===== config.mk =====
export PLATFORM = sky130hd
export DESIGN_NAME = modular_exponentiation_32
export DESIGN_NICKNAME = d
export VERILOG_FILES = /design/src/design/mexp_pkg.sv /design/src/design/mexp_rem.sv /design/src/design/modular_exponentiation_32.sv
export VERILOG_INCLUDE_DIRS = /design/src /design/src/design
export SDC_FILE = /design/constraint.sdc
export NUM_CORES = 2
export LEC_CHECK = 0
export ABC_AREA = 1
export CAP_MARGIN = 40
export CORE_UTILIZATION = 60
export CTS_CLUSTER_SIZE = 16
export DETAILED_ROUTE_END_ITERATION = 7
export DONT_BUFFER_PORTS = 1
export PLACE_DENSITY = 0.78
export SLEW_MARGIN = 20
export SYNTH_ARGS = -nofsm -noshare
export SYNTH_HDL_FRONTEND = slang
export SYNTH_HIERARCHICAL = 1
export SYNTH_SLANG_ARGS = --single-unit

===== constraint.sdc =====
create_clock -name clk -period 7.1 [get_ports clk]
set_input_delay 0.71 -clock clk [delete_from_list [all_inputs] [get_ports clk]]
set_output_delay 0.71 -clock clk [all_outputs]
set_load 0.01 [all_outputs]

===== src/design/modular_exponentiation_32_assert.svh =====
// assertion macros for the modular exponentiation block
// the first form checks an implication in the same cycle, the second in the following cycle
`ifndef MODULAR_EXPONENTIATION_32_ASSERT_SVH
`define MODULAR_EXPONENTIATION_32_ASSERT_SVH
`ifndef SYNTHESIS
`define MEXP_ASSERT_SAME(lbl, clk_s, rst_s, ante, cons, msg) \
  lbl: assert property (@(posedge clk_s) disable iff (rst_s) (ante) |-> (cons)) \
    else $error(msg);
`define MEXP_ASSERT_NEXT(lbl, clk_s, rst_s, ante, cons, msg) \
  lbl: assert property (@(posedge clk_s) disable iff (rst_s) (ante) |=> (cons)) \
    else $error(msg);
`else
`define MEXP_ASSERT_SAME(lbl, clk_s, rst_s, ante, cons, msg)
`define MEXP_ASSERT_NEXT(lbl, clk_s, rst_s, ante, cons, msg)
`endif
`endif


===== src/design/mexp_pkg.sv =====
`timescale 1ns / 1ps

package mexp_pkg;

  localparam int unsigned WORD_W = 32;
  localparam int unsigned PROD_W = 2 * WORD_W;
  localparam int unsigned CNT_W  = $clog2(PROD_W);

  typedef logic [WORD_W-1:0] word_t;
  typedef logic [PROD_W-1:0] prod_t;

  // sequencer states
  typedef enum logic [3:0] {
    ST_IDLE,
    ST_RED_B,
    ST_WAIT_B,
    ST_CHECK,
    ST_MUL_ACC,
    ST_DIV_ACC,
    ST_WAIT_ACC,
    ST_MUL_SQ,
    ST_DIV_SQ,
    ST_WAIT_SQ,
    ST_DONE
  } mexp_state_t;

endpackage


===== src/design/mexp_rem.sv =====
`timescale 1ns / 1ps

// bit-serial restoring remainder: 64-bit dividend mod 32-bit divisor
module mexp_rem (
  input  logic            clk,
  input  logic            rst,
  input  logic            start,
  input  mexp_pkg::prod_t dividend,
  input  mexp_pkg::word_t divisor,
  output logic            done,
  output mexp_pkg::word_t remainder
);

  mexp_pkg::prod_t             dvd;
  logic [mexp_pkg::CNT_W-1:0]  cnt;
  logic                        busy;
  logic [mexp_pkg::WORD_W:0]   trial;
  logic [mexp_pkg::WORD_W:0]   trial_sub;

  // shift in the next dividend bit, subtract if it fits
  assign trial     = {remainder, dvd[mexp_pkg::PROD_W-1]};
  assign trial_sub = trial - {1'b0, divisor};

  always_ff @(posedge clk) begin
    if (rst) begin
      busy <= 1'b0;
      done <= 1'b0;
    end else begin
      done <= busy && !start && (cnt == '0);
      if (start) begin
        busy <= 1'b1;
      end else if (busy && cnt == '0) begin
        busy <= 1'b0;
      end
    end
  end

  always_ff @(posedge clk) begin
    if (start) begin
      dvd       <= dividend;
      remainder <= '0;
      cnt       <= mexp_pkg::CNT_W'(mexp_pkg::PROD_W - 1);
    end else if (busy) begin
      dvd <= {dvd[mexp_pkg::PROD_W-2:0], 1'b0};
      cnt <= cnt - 1'b1;
      if (trial >= {1'b0, divisor}) begin
        remainder <= trial_sub[mexp_pkg::WORD_W-1:0];
      end else begin
        remainder <= trial[mexp_pkg::WORD_W-1:0];
      end
    end
  end

endmodule


===== src/design/modular_exponentiation_32.sv =====
`timescale 1ns / 1ps

// 32-bit modular exponentiation, residue = base_value ** power mod modulus, by
// right-to-left square-and-multiply. one beat in, one beat out. the block takes
// one item at a time: in_ready is high only while the sequencer is idle. after
// acceptance the base is reduced once, then each exponent bit up to the highest
// set one costs a check and one square plus, when the bit is set, one multiply.
// after a final check and the load of the result, out_valid rises, and in_ready
// is high again in that same cycle. every reduction runs through the shared
// bit-serial remainder unit, which reduces each 64-bit product bit by bit. a
// zero power gives 1 mod modulus; a zero modulus skips the arithmetic and
// returns residue 0 with bad_modulus set. the result sits in an output
// register, so the next beat can be accepted while a finished result still
// waits for out_ready.
module modular_exponentiation_32 (
  input  logic        clk,
  input  logic        rst,
  input  logic        in_valid,
  output logic        in_ready,
  input  logic [31:0] base_value,
  input  logic [31:0] power,
  input  logic [31:0] modulus,
  output logic        out_valid,
  input  logic        out_ready,
  output logic [31:0] residue,
  output logic        bad_modulus
);

`include "modular_exponentiation_32_assert.svh"

  mexp_pkg::mexp_state_t state, state_next;

  // operands of the item in flight
  mexp_pkg::word_t b_r;
  mexp_pkg::word_t exp_r;
  mexp_pkg::word_t mod_r;
  logic            bad_r;

  // running product and running square, both kept below the modulus
  mexp_pkg::word_t acc;
  mexp_pkg::word_t sq;
  mexp_pkg::prod_t prod;

  // shared multiplier
  mexp_pkg::word_t mul_a;
  mexp_pkg::prod_t mul_full;

  // remainder unit
  logic            div_start;
  logic            div_done;
  mexp_pkg::prod_t div_dvd;
  mexp_pkg::word_t div_rem;

  logic in_beat;
  logic out_load;

  assign in_ready = (state == mexp_pkg::ST_IDLE);
  assign in_beat  = in_valid && in_ready;
  // result register is free, or drains this cycle
  assign out_load = (state == mexp_pkg::ST_DONE) && (!out_valid || out_ready);

  // multiply is acc * sq or sq * sq
  assign mul_a    = (state == mexp_pkg::ST_MUL_ACC) ? acc : sq;
  assign mul_full = mexp_pkg::PROD_W'(mul_a) * mexp_pkg::PROD_W'(sq);

  // the base reduction feeds the bare base, everything else the product
  assign div_dvd = (state == mexp_pkg::ST_RED_B) ?
                   {{mexp_pkg::WORD_W{1'b0}}, b_r} : prod;

  mexp_rem u_rem (
    .clk       (clk),
    .rst       (rst),
    .start     (div_start),
    .dividend  (div_dvd),
    .divisor   (mod_r),
    .done      (div_done),
    .remainder (div_rem)
  );

  // state register and output valid
  always_ff @(posedge clk) begin
    if (rst) begin
      state     <= mexp_pkg::ST_IDLE;
      out_valid <= 1'b0;
    end else begin
      state <= state_next;
      if (out_load) begin
        out_valid <= 1'b1;
      end else if (out_ready) begin
        out_valid <= 1'b0;
      end
    end
  end

  // sequencer
  always_comb begin
    state_next = state;
    div_start  = 1'b0;
    unique case (state)
      mexp_pkg::ST_IDLE: begin
        if (in_valid) begin
          // zero modulus goes straight to the result
          state_next = (modulus == '0) ? mexp_pkg::ST_DONE : mexp_pkg::ST_RED_B;
        end
      end
      mexp_pkg::ST_RED_B: begin
        div_start  = 1'b1;
        state_next = mexp_pkg::ST_WAIT_B;
      end
      mexp_pkg::ST_WAIT_B: begin
        if (div_done) begin
          state_next = mexp_pkg::ST_CHECK;
        end
      end
      mexp_pkg::ST_CHECK: begin
        if (exp_r == '0) begin
          state_next = mexp_pkg::ST_DONE;
        end else if (exp_r[0]) begin
          state_next = mexp_pkg::ST_MUL_ACC;
        end else begin
          state_next = mexp_pkg::ST_MUL_SQ;
        end
      end
      mexp_pkg::ST_MUL_ACC: begin
        state_next = mexp_pkg::ST_DIV_ACC;
      end
      mexp_pkg::ST_DIV_ACC: begin
        div_start  = 1'b1;
        state_next = mexp_pkg::ST_WAIT_ACC;
      end
      mexp_pkg::ST_WAIT_ACC: begin
        if (div_done) begin
          state_next = mexp_pkg::ST_MUL_SQ;
        end
      end
      mexp_pkg::ST_MUL_SQ: begin
        state_next = mexp_pkg::ST_DIV_SQ;
      end
      mexp_pkg::ST_DIV_SQ: begin
        div_start  = 1'b1;
        state_next = mexp_pkg::ST_WAIT_SQ;
      end
      mexp_pkg::ST_WAIT_SQ: begin
        if (div_done) begin
          state_next = mexp_pkg::ST_CHECK;
        end
      end
      mexp_pkg::ST_DONE: begin
        if (!out_valid || out_ready) begin
          state_next = mexp_pkg::ST_IDLE;
        end
      end
      default: begin
        state_next = mexp_pkg::ST_IDLE;
      end
    endcase
  end

  // datapath
  always_ff @(posedge clk) begin
    if (in_beat) begin
      b_r   <= base_value;
      exp_r <= power;
      mod_r <= modulus;
      bad_r <= (modulus == '0);
      // 1 mod m, and 0 for the zero-modulus result
      acc   <= (modulus == 32'd1 || modulus == '0) ? '0 : 32'd1;
    end
    if (state == mexp_pkg::ST_WAIT_B && div_done) begin
      sq <= div_rem;
    end
    if (state == mexp_pkg::ST_MUL_ACC || state == mexp_pkg::ST_MUL_SQ) begin
      prod <= mul_full;
    end
    if (state == mexp_pkg::ST_WAIT_ACC && div_done) begin
      acc <= div_rem;
    end
    if (state == mexp_pkg::ST_WAIT_SQ && div_done) begin
      sq    <= div_rem;
      exp_r <= {1'b0, exp_r[mexp_pkg::WORD_W-1:1]};
    end
    if (out_load) begin
      residue     <= acc;
      bad_modulus <= bad_r;
    end
  end

  // a flagged result never carries a residue
  `MEXP_ASSERT_SAME(a_bad_zero, clk, rst, out_valid && bad_modulus, residue == '0,
                    "flagged result has nonzero residue")
  // running values stay reduced between exponent bits
  `MEXP_ASSERT_SAME(a_acc_reduced, clk, rst, state == mexp_pkg::ST_CHECK, acc < mod_r,
                    "running product not reduced")
  `MEXP_ASSERT_SAME(a_sq_reduced, clk, rst, state == mexp_pkg::ST_CHECK, sq < mod_r,
                    "running square not reduced")
  // the remainder unit only finishes while the sequencer waits on it
  `MEXP_ASSERT_SAME(a_done_wait, clk, rst, div_done,
                    state == mexp_pkg::ST_WAIT_B || state == mexp_pkg::ST_WAIT_ACC ||
                    state == mexp_pkg::ST_WAIT_SQ,
                    "remainder done outside a wait state")
  // a finished item hands over its result in the next cycle
  `MEXP_ASSERT_NEXT(a_load_valid, clk, rst, out_load, out_valid, "result load lost")

endmodule


; ---- Word level (Yosys, flattened, before mapping)
; Index checks and enable logic that the tools add are counted.
[op_classes]
magnitude_cmp = 1
multipliers = 1
muxes = 25
n_addsub = 2
n_reduce_logical = 26
n_eq_ne = 15
[op_table]
columns = op, count
row1 = 2-to-1 mux 32 bit, 6
row2 = 2-to-1 mux 64 bit, 3
row3 = logical NOT 32 bit, 2
row4 = multiplier 32 x 32 -> 64 bit, 1
row5 = 2-to-1 mux 31 bit, 2
row6 = one-hot mux 4 bit (10 select lines), 1
row7 = greater-or-equal comparator 33 x 32 -> 1 bit, 1
row8 = "equality test 32 x 1 -> 1 bit, second input constant", 1
row9 = subtractor 32 bit, 1
row10 = 2-to-1 mux 4 bit, 6
row11 = "equality test 4 x 3 -> 1 bit, second input constant", 4
row12 = "equality test 4 bit, second input constant", 3
row13 = nonzero test 2 bit, 6
row14 = "equality test 4 x 2 -> 1 bit, second input constant", 2
row15 = logical AND 1 bit, 8
row16 = logical NOT 6 bit, 1
row17 = 2-to-1 mux 1 bit, 6
row18 = "!= test 2 x 1 -> 1 bit, second input constant", 3
row19 = "subtractor 6 x 1 -> 6 bit, second input constant", 1
row20 = "equality test 4 x 1 -> 1 bit, second input constant", 1
row21 = logical NOT 4 bit, 1
row22 = AND reduction 4 bit, 1
row23 = logical OR 1 bit, 3
row24 = OR reduction 3 bit, 1
row25 = 4 further kinds, 5
[totals]
register_bits = 367

; ---- Logic depth before layout (Yosys ltp)
[depth]
depth_word = 6
mapped_depth = 38
depth_no_buf = 36

; ---- Hierarchy
; Netlist, hierarchy kept.
[by_module_without_submodules]
columns = mod, n_inst, seq_area_each_um2, area_per_inst_um2, cells_each
row1 = modular_exponentiation_32, 1, 7837.5, 44291.2, 5243
row2 = mexp_rem, 1, 2722.6, 7209.4, 1083

; ---- Least setup slack after synthesis
; OpenSTA, ideal clock, no wires.
[synth_path]
path_type = register to register
startpoint = register state[0]
endpoint = register prod[50], data pin
arrival_time_ns = 6.718
path_stages_with_launch = 33
setup_slack_ns = 0.129
setup_time_ns = 0.253
path_buffers = 3
cell_sequence = dfxtp_1 > nor2_1 > nand2_4 > inv_4 > buf_6 > buf_6 > o21ai_4 > inv_2 > buf_6 > nand2_1 > fa_1 > inv_1 > fa_1 > fa_1 > inv_1 > fa_1 > inv_1 > fa_1 > fa_1 > fa_1 > inv_1 > fa_1 > inv_1 > ha_1 > nand2_1 > nor2_1 > inv_1 > nor2_1 > nand2_1 > nor3_1 > nand2_1 > nand4_1 > nand2_1
[synth_via]
elab_chain_len = 3
[synth_lines]
columns = item, line_no
row1 = "start, declared", modular_exponentiation_32.sv:31  ; mexp_pkg::mexp_state_t state, state_next;
row2 = "start signal, assigned", modular_exponentiation_32.sv:83  ; state <= mexp_pkg::ST_IDLE;
row3 = "start signal, assigned", modular_exponentiation_32.sv:86  ; state <= state_next;
row4 = equality test 4 x 3 -> 1 bit, modular_exponentiation_32.sv:63  ; assign mul_a = (state == mexp_pkg::ST_MUL_ACC) ? acc : sq;
row5 = 2-to-1 mux 32 bit, modular_exponentiation_32.sv:63
row6 = multiplier 32 x 32 -> 64 bit, modular_exponentiation_32.sv:64  ; assign mul_full = mexp_pkg::PROD_W'(mul_a) * mexp_pkg::PROD_W'(sq);
row7 = net mul_full[50], modular_exponentiation_32.sv:46  ; mexp_pkg::prod_t mul_full;
row8 = "end signal, assigned", modular_exponentiation_32.sv:173  ; prod <= mul_full;
row9 = "end, declared", modular_exponentiation_32.sv:42  ; mexp_pkg::prod_t prod;
; The timed path passes the listed nets, and every way through them passes these cells.
; A chain may end at the register's enable or synchronous reset.

; ---- Worst setup path after layout
[layout_path]
startpoint = register state[2]
endpoint = register prod[29], data pin
; The elaborated chain is that of the path after synthesis.

==> metrics.md <==
| Metric | Value |
|---|---|
| R2r worst-path depth | 32 |
| Crit path largest cell delay | 0.65 ns |
| Via count | about 44,000 |
| Crit path DAT | around 8 ns |
| Clk root buf | clkbuf_16 |
| First-pass GRT wire length | 260 mm |
| Chip height | ~300 um |
| Final setup margin | -0.565 ns |
| Worst-path maximum fanout | 12 |
| Post-synth EDFFs | between 300 and 400 |
| Crit end category | flip-flop |
| Distinct cells, synth | 40 |
| Fillers | approximately 6,400 |
| CP Launch Type | flip-flop |
| Largest net degree at the start of global routing | a little over 70 |
| Endpoints failing hold | 0 |
| Final setup viols | 45 |
| Hold crit path type | primary input to flip-flop |
| Core Area | roughly 0.085 mm2 |
| Drt via density | between 5 and 6 |
| Achievable frequency | about 0.13 GHz |
| Synthesized cell area | roughly 0.05 mm2 |
| TritonCTS buffer count | 42 |
| # nets final | 8,063 |
| RR Endpoint | prod[29] |
| CP top delay family | adder cells |
| Final period util | 1.08 |
| Critical path required time | about 7.5 ns |
| Sequential area share after synthesis | 0.205 |
| Slowest-stage cell, CP | fa_2 |
| Total Wirelength | ~170 mm |
| WHS Endpoint | state[2] |
| WP buf/inv | 9 |
| Die area | ~0.087 mm2 |
| Worst r2r src | state[2] |
| GRT Resource Usage Total | 0.407 |
| WL/cell | ~22 um |
| H-tree lvl count | 2 |
| WP depth | 32 |
| Hold slack | 0.155 ns |
| Area Growth Syn to Fin | 19.1% |
| Residual DRC | 0 |
| Final Max Slew Viols | 0 |
| Crit path kind | flip-flop to flip-flop |
| GP Congestion | 1.03 |
| Mapped Cells | between 6,000 and 7,000 |
| Avg Cell Area, Syn | 8.14 um2 |
| Initial antenna violation count | 5 |
| Hold depth | 1 |
| Clock Latency Late Sink | just over 0.6 ns |
| Failing checks | negative setup slack |
| Maximum clock insertion buffer count | 3 |
| RSZ-0062 raised after global routing | true |
| Outcome | finished with violations |
| Max_cap viols | 0 |
| Port Buf Inserts | 0 |
| Register bit total from synthesis | between 300 and 400 |
| DRT Pass-1 Iters | 8 |
| Initial cell density of the core | 0.605 |
| Reg clk slew, reported paths | 0.06 ns |
| Clk sinks | about 370 |
| Synth Warn # | 6 |
| # IOs | approximately 140 |
| DRT iter0 DRCs | slightly above 4,000 |
| Hold Startpoint | rst |
| Horiz. Die Dim | approximately 300 um |
| Hpwl dp | around 140 mm |
| Syn nets | 7,620 |
| Routed Antenna Nets | 0 |
| Num rows | ~110 |
| Share of layout cells above drive strength 1 | 0.182 |
| Clock skew | a little under 0.04 ns |
| Slew Limit Headroom | 0.477 |
| Number of global-route vias before repair | between 40,000 and 50,000 |
| Minimum clock period | 7.66 ns |
| Crit path from | state[2] |
| Core Util, Final | 0.720 |
| Fraction of registers with async set or reset after synthesis | 0 |
| Gr ovfl total | 0 |
| CTS tree | yes |
| Worst reg-to-reg setup slack | -0.56 ns |
| Main flop type after synthesis | edfxtp_1 |
| Worst-Margin Slew | a little under 0.8 ns |
-- logic make-up (layout without fill, tap and decap cells) --
group / count (synthesis) / count (layout) / share of synthesized area
compound gates: 154 / 154 / 0.0184
xor+xnor: 49 / 49 / 0.00833
fa+ha+maj: 1194 / 1194 / 0.421
buf+inv: 1722 / 2198 / 0.130
flops: 367 / 367 / 0.205
other cells: 0 / 5 / 0
simple gates: 2840 / 2840 / 0.217
-- worst reg2reg max path, delay by kind of cell, from the launching register on --
kind | cells | cell delay (ns)
xor+xnor | 1 | 0.14
simple gates | 11 | 1.05
buf+inv | 9 | 1.06
flops | 1 | 0.34
compound gates | 2 | 0.20
fa+ha+maj | 9 | 4.59
-- cell usage after synthesis, types with 5 or more instances --
| master | count | share of area |
|---|---|---|
| xor2_1 | 32 | 0.0054 |
| nand2_1 | 1747 | 0.13 |
| buf_2 | 62 | 0.0060 |
| clkbuf_1 | 124 | 0.0090 |
| ha_1 | 297 | 0.072 |
| and2_1 | 5 | 0.00061 |
| o21ai_2 | 14 | 0.0024 |
| nand3_1 | 115 | 0.011 |
| edfxtp_1 | 321 | 0.19 |
| inv_2 | 17 | 0.0012 |
| o21ai_1 | 5 | 0.00049 |
| nand3b_1 | 45 | 0.0066 |
| xnor2_1 | 17 | 0.0029 |
| buf_4 | 19 | 0.0028 |
| o21ai_0 | 35 | 0.0034 |
| dfxtp_1 | 46 | 0.018 |
| a21oi_1 | 78 | 0.0076 |
| inv_1 | 1467 | 0.11 |
| o21ai_4 | 8 | 0.0025 |
| nor4_1 | 7 | 0.00085 |
| fa_1 | 897 | 0.35 |
| nor3_1 | 17 | 0.0017 |
| nor2_1 | 859 | 0.063 |
| buf_6 | 8 | 0.0017 |
| o21bai_1 | 12 | 0.0017 |
| nand4_1 | 17 | 0.0021 |
| clkinv_1 | 18 | 0.0013 |
| nand2_4 | 5 | 0.0011 |
| nand2_2 | 7 | 0.00085 |
-- registers in the layout (all words and copies together) (netlist names) --
register,flops
prod,64
u_rem/dvd,64
acc,32
b_r,32
exp_r,32
mod_r,32
residue,32
sq,32
u_rem/remainder,32
u_rem/cnt,6
state,4
bad_modulus,1
bad_r,1
out_valid,1
u_rem/busy,1
u_rem/done,1
-- how the worst max path moves through the flow --
stage / to / slack, ns
2_1_floorplan: prod[50] / 0.13
3_3_place_gp: prod[25] / -0.76
3_5_place_dp: prod[59] / -0.87
4_1_cts: prod[59] / -0.39
5_1_grt: prod[29] / -0.68
6_report: prod[29] / -0.56
-- cell usage in the layout, fill, tap and decap left out, types with 9 or more instances in the layout --
cell type	count
clkbuf_1	9
fa_1	823
clkbuf_16	47
buf_12	70
nand3b_1	45
nor2_4	44
xnor2_1	17
nand2_1	1600
nand2_2	113
buf_6	52
o21ai_0	29
inv_1	1386
nand3_1	105
nor2_1	770
ha_1	261
a21oi_1	54
nor2_2	52
fa_2	74
inv_2	89
nor3_1	13
o21ai_2	14
o21ai_4	17
a21oi_2	19
xor2_1	30
nand4_1	17
buf_4	479
edfxtp_1	321
nand2_4	43
nand3_2	10
clkinv_1	19
dfxtp_1	44
ha_4	34
-- layer usage --
metal,share of wire,vias to the layer above,GRT usage
met1,0.35,21400,0.494
met5,0.00030,-,0
met3,0.099,806,0.0812
met2,0.46,2440,0.645
met4,0.094,4,0.305
li1,-,19300,-
-- through the flow --
stage / TNS [ns] / worst slack (ns) / instances / cell area, um2
final: -16.68 / -0.565 / 7951 / 61300
after global routing: -24.83 / -0.685 / 7946 / 61300
after CTS: -11.81 / -0.392 / 7915 / 59800
after detailed placement: -31.20 / -0.867 / 7788 / 56700
after global placement: -26.20 / -0.755 / 7783 / 56600
after floorplan: 0 / 0.129 / 6326 / 51500
-- layout make-up --
| class | instances | area (um2) | area share |
|---|---|---|---|
| multi-input combinational | 4237 | 36300 | 0.592 |
| timing repair buffer | 618 | 5950 | 0.0970 |
| antenna | 5 | 12.5 | 0.000204 |
| sequential | 367 | 10600 | 0.172 |
| inverter | 1503 | 5700 | 0.0929 |
| clock inverter | 24 | 275 | 0.00449 |
| clock buffer | 53 | 1120 | 0.0183 |
| tap | 1144 | 1430 | 0.0233 |
-- timing repair --
item,in CTS,in global routing
pin swaps,102,101
setup buffers,47,29
setup endpoints to repair,53,53
gates cloned,4,3
hold buffers,0,0
resized for setup,354,343
Power is not shown: default switching activity piles up to over one toggle a cycle in this logic, so the estimate is an artifact.
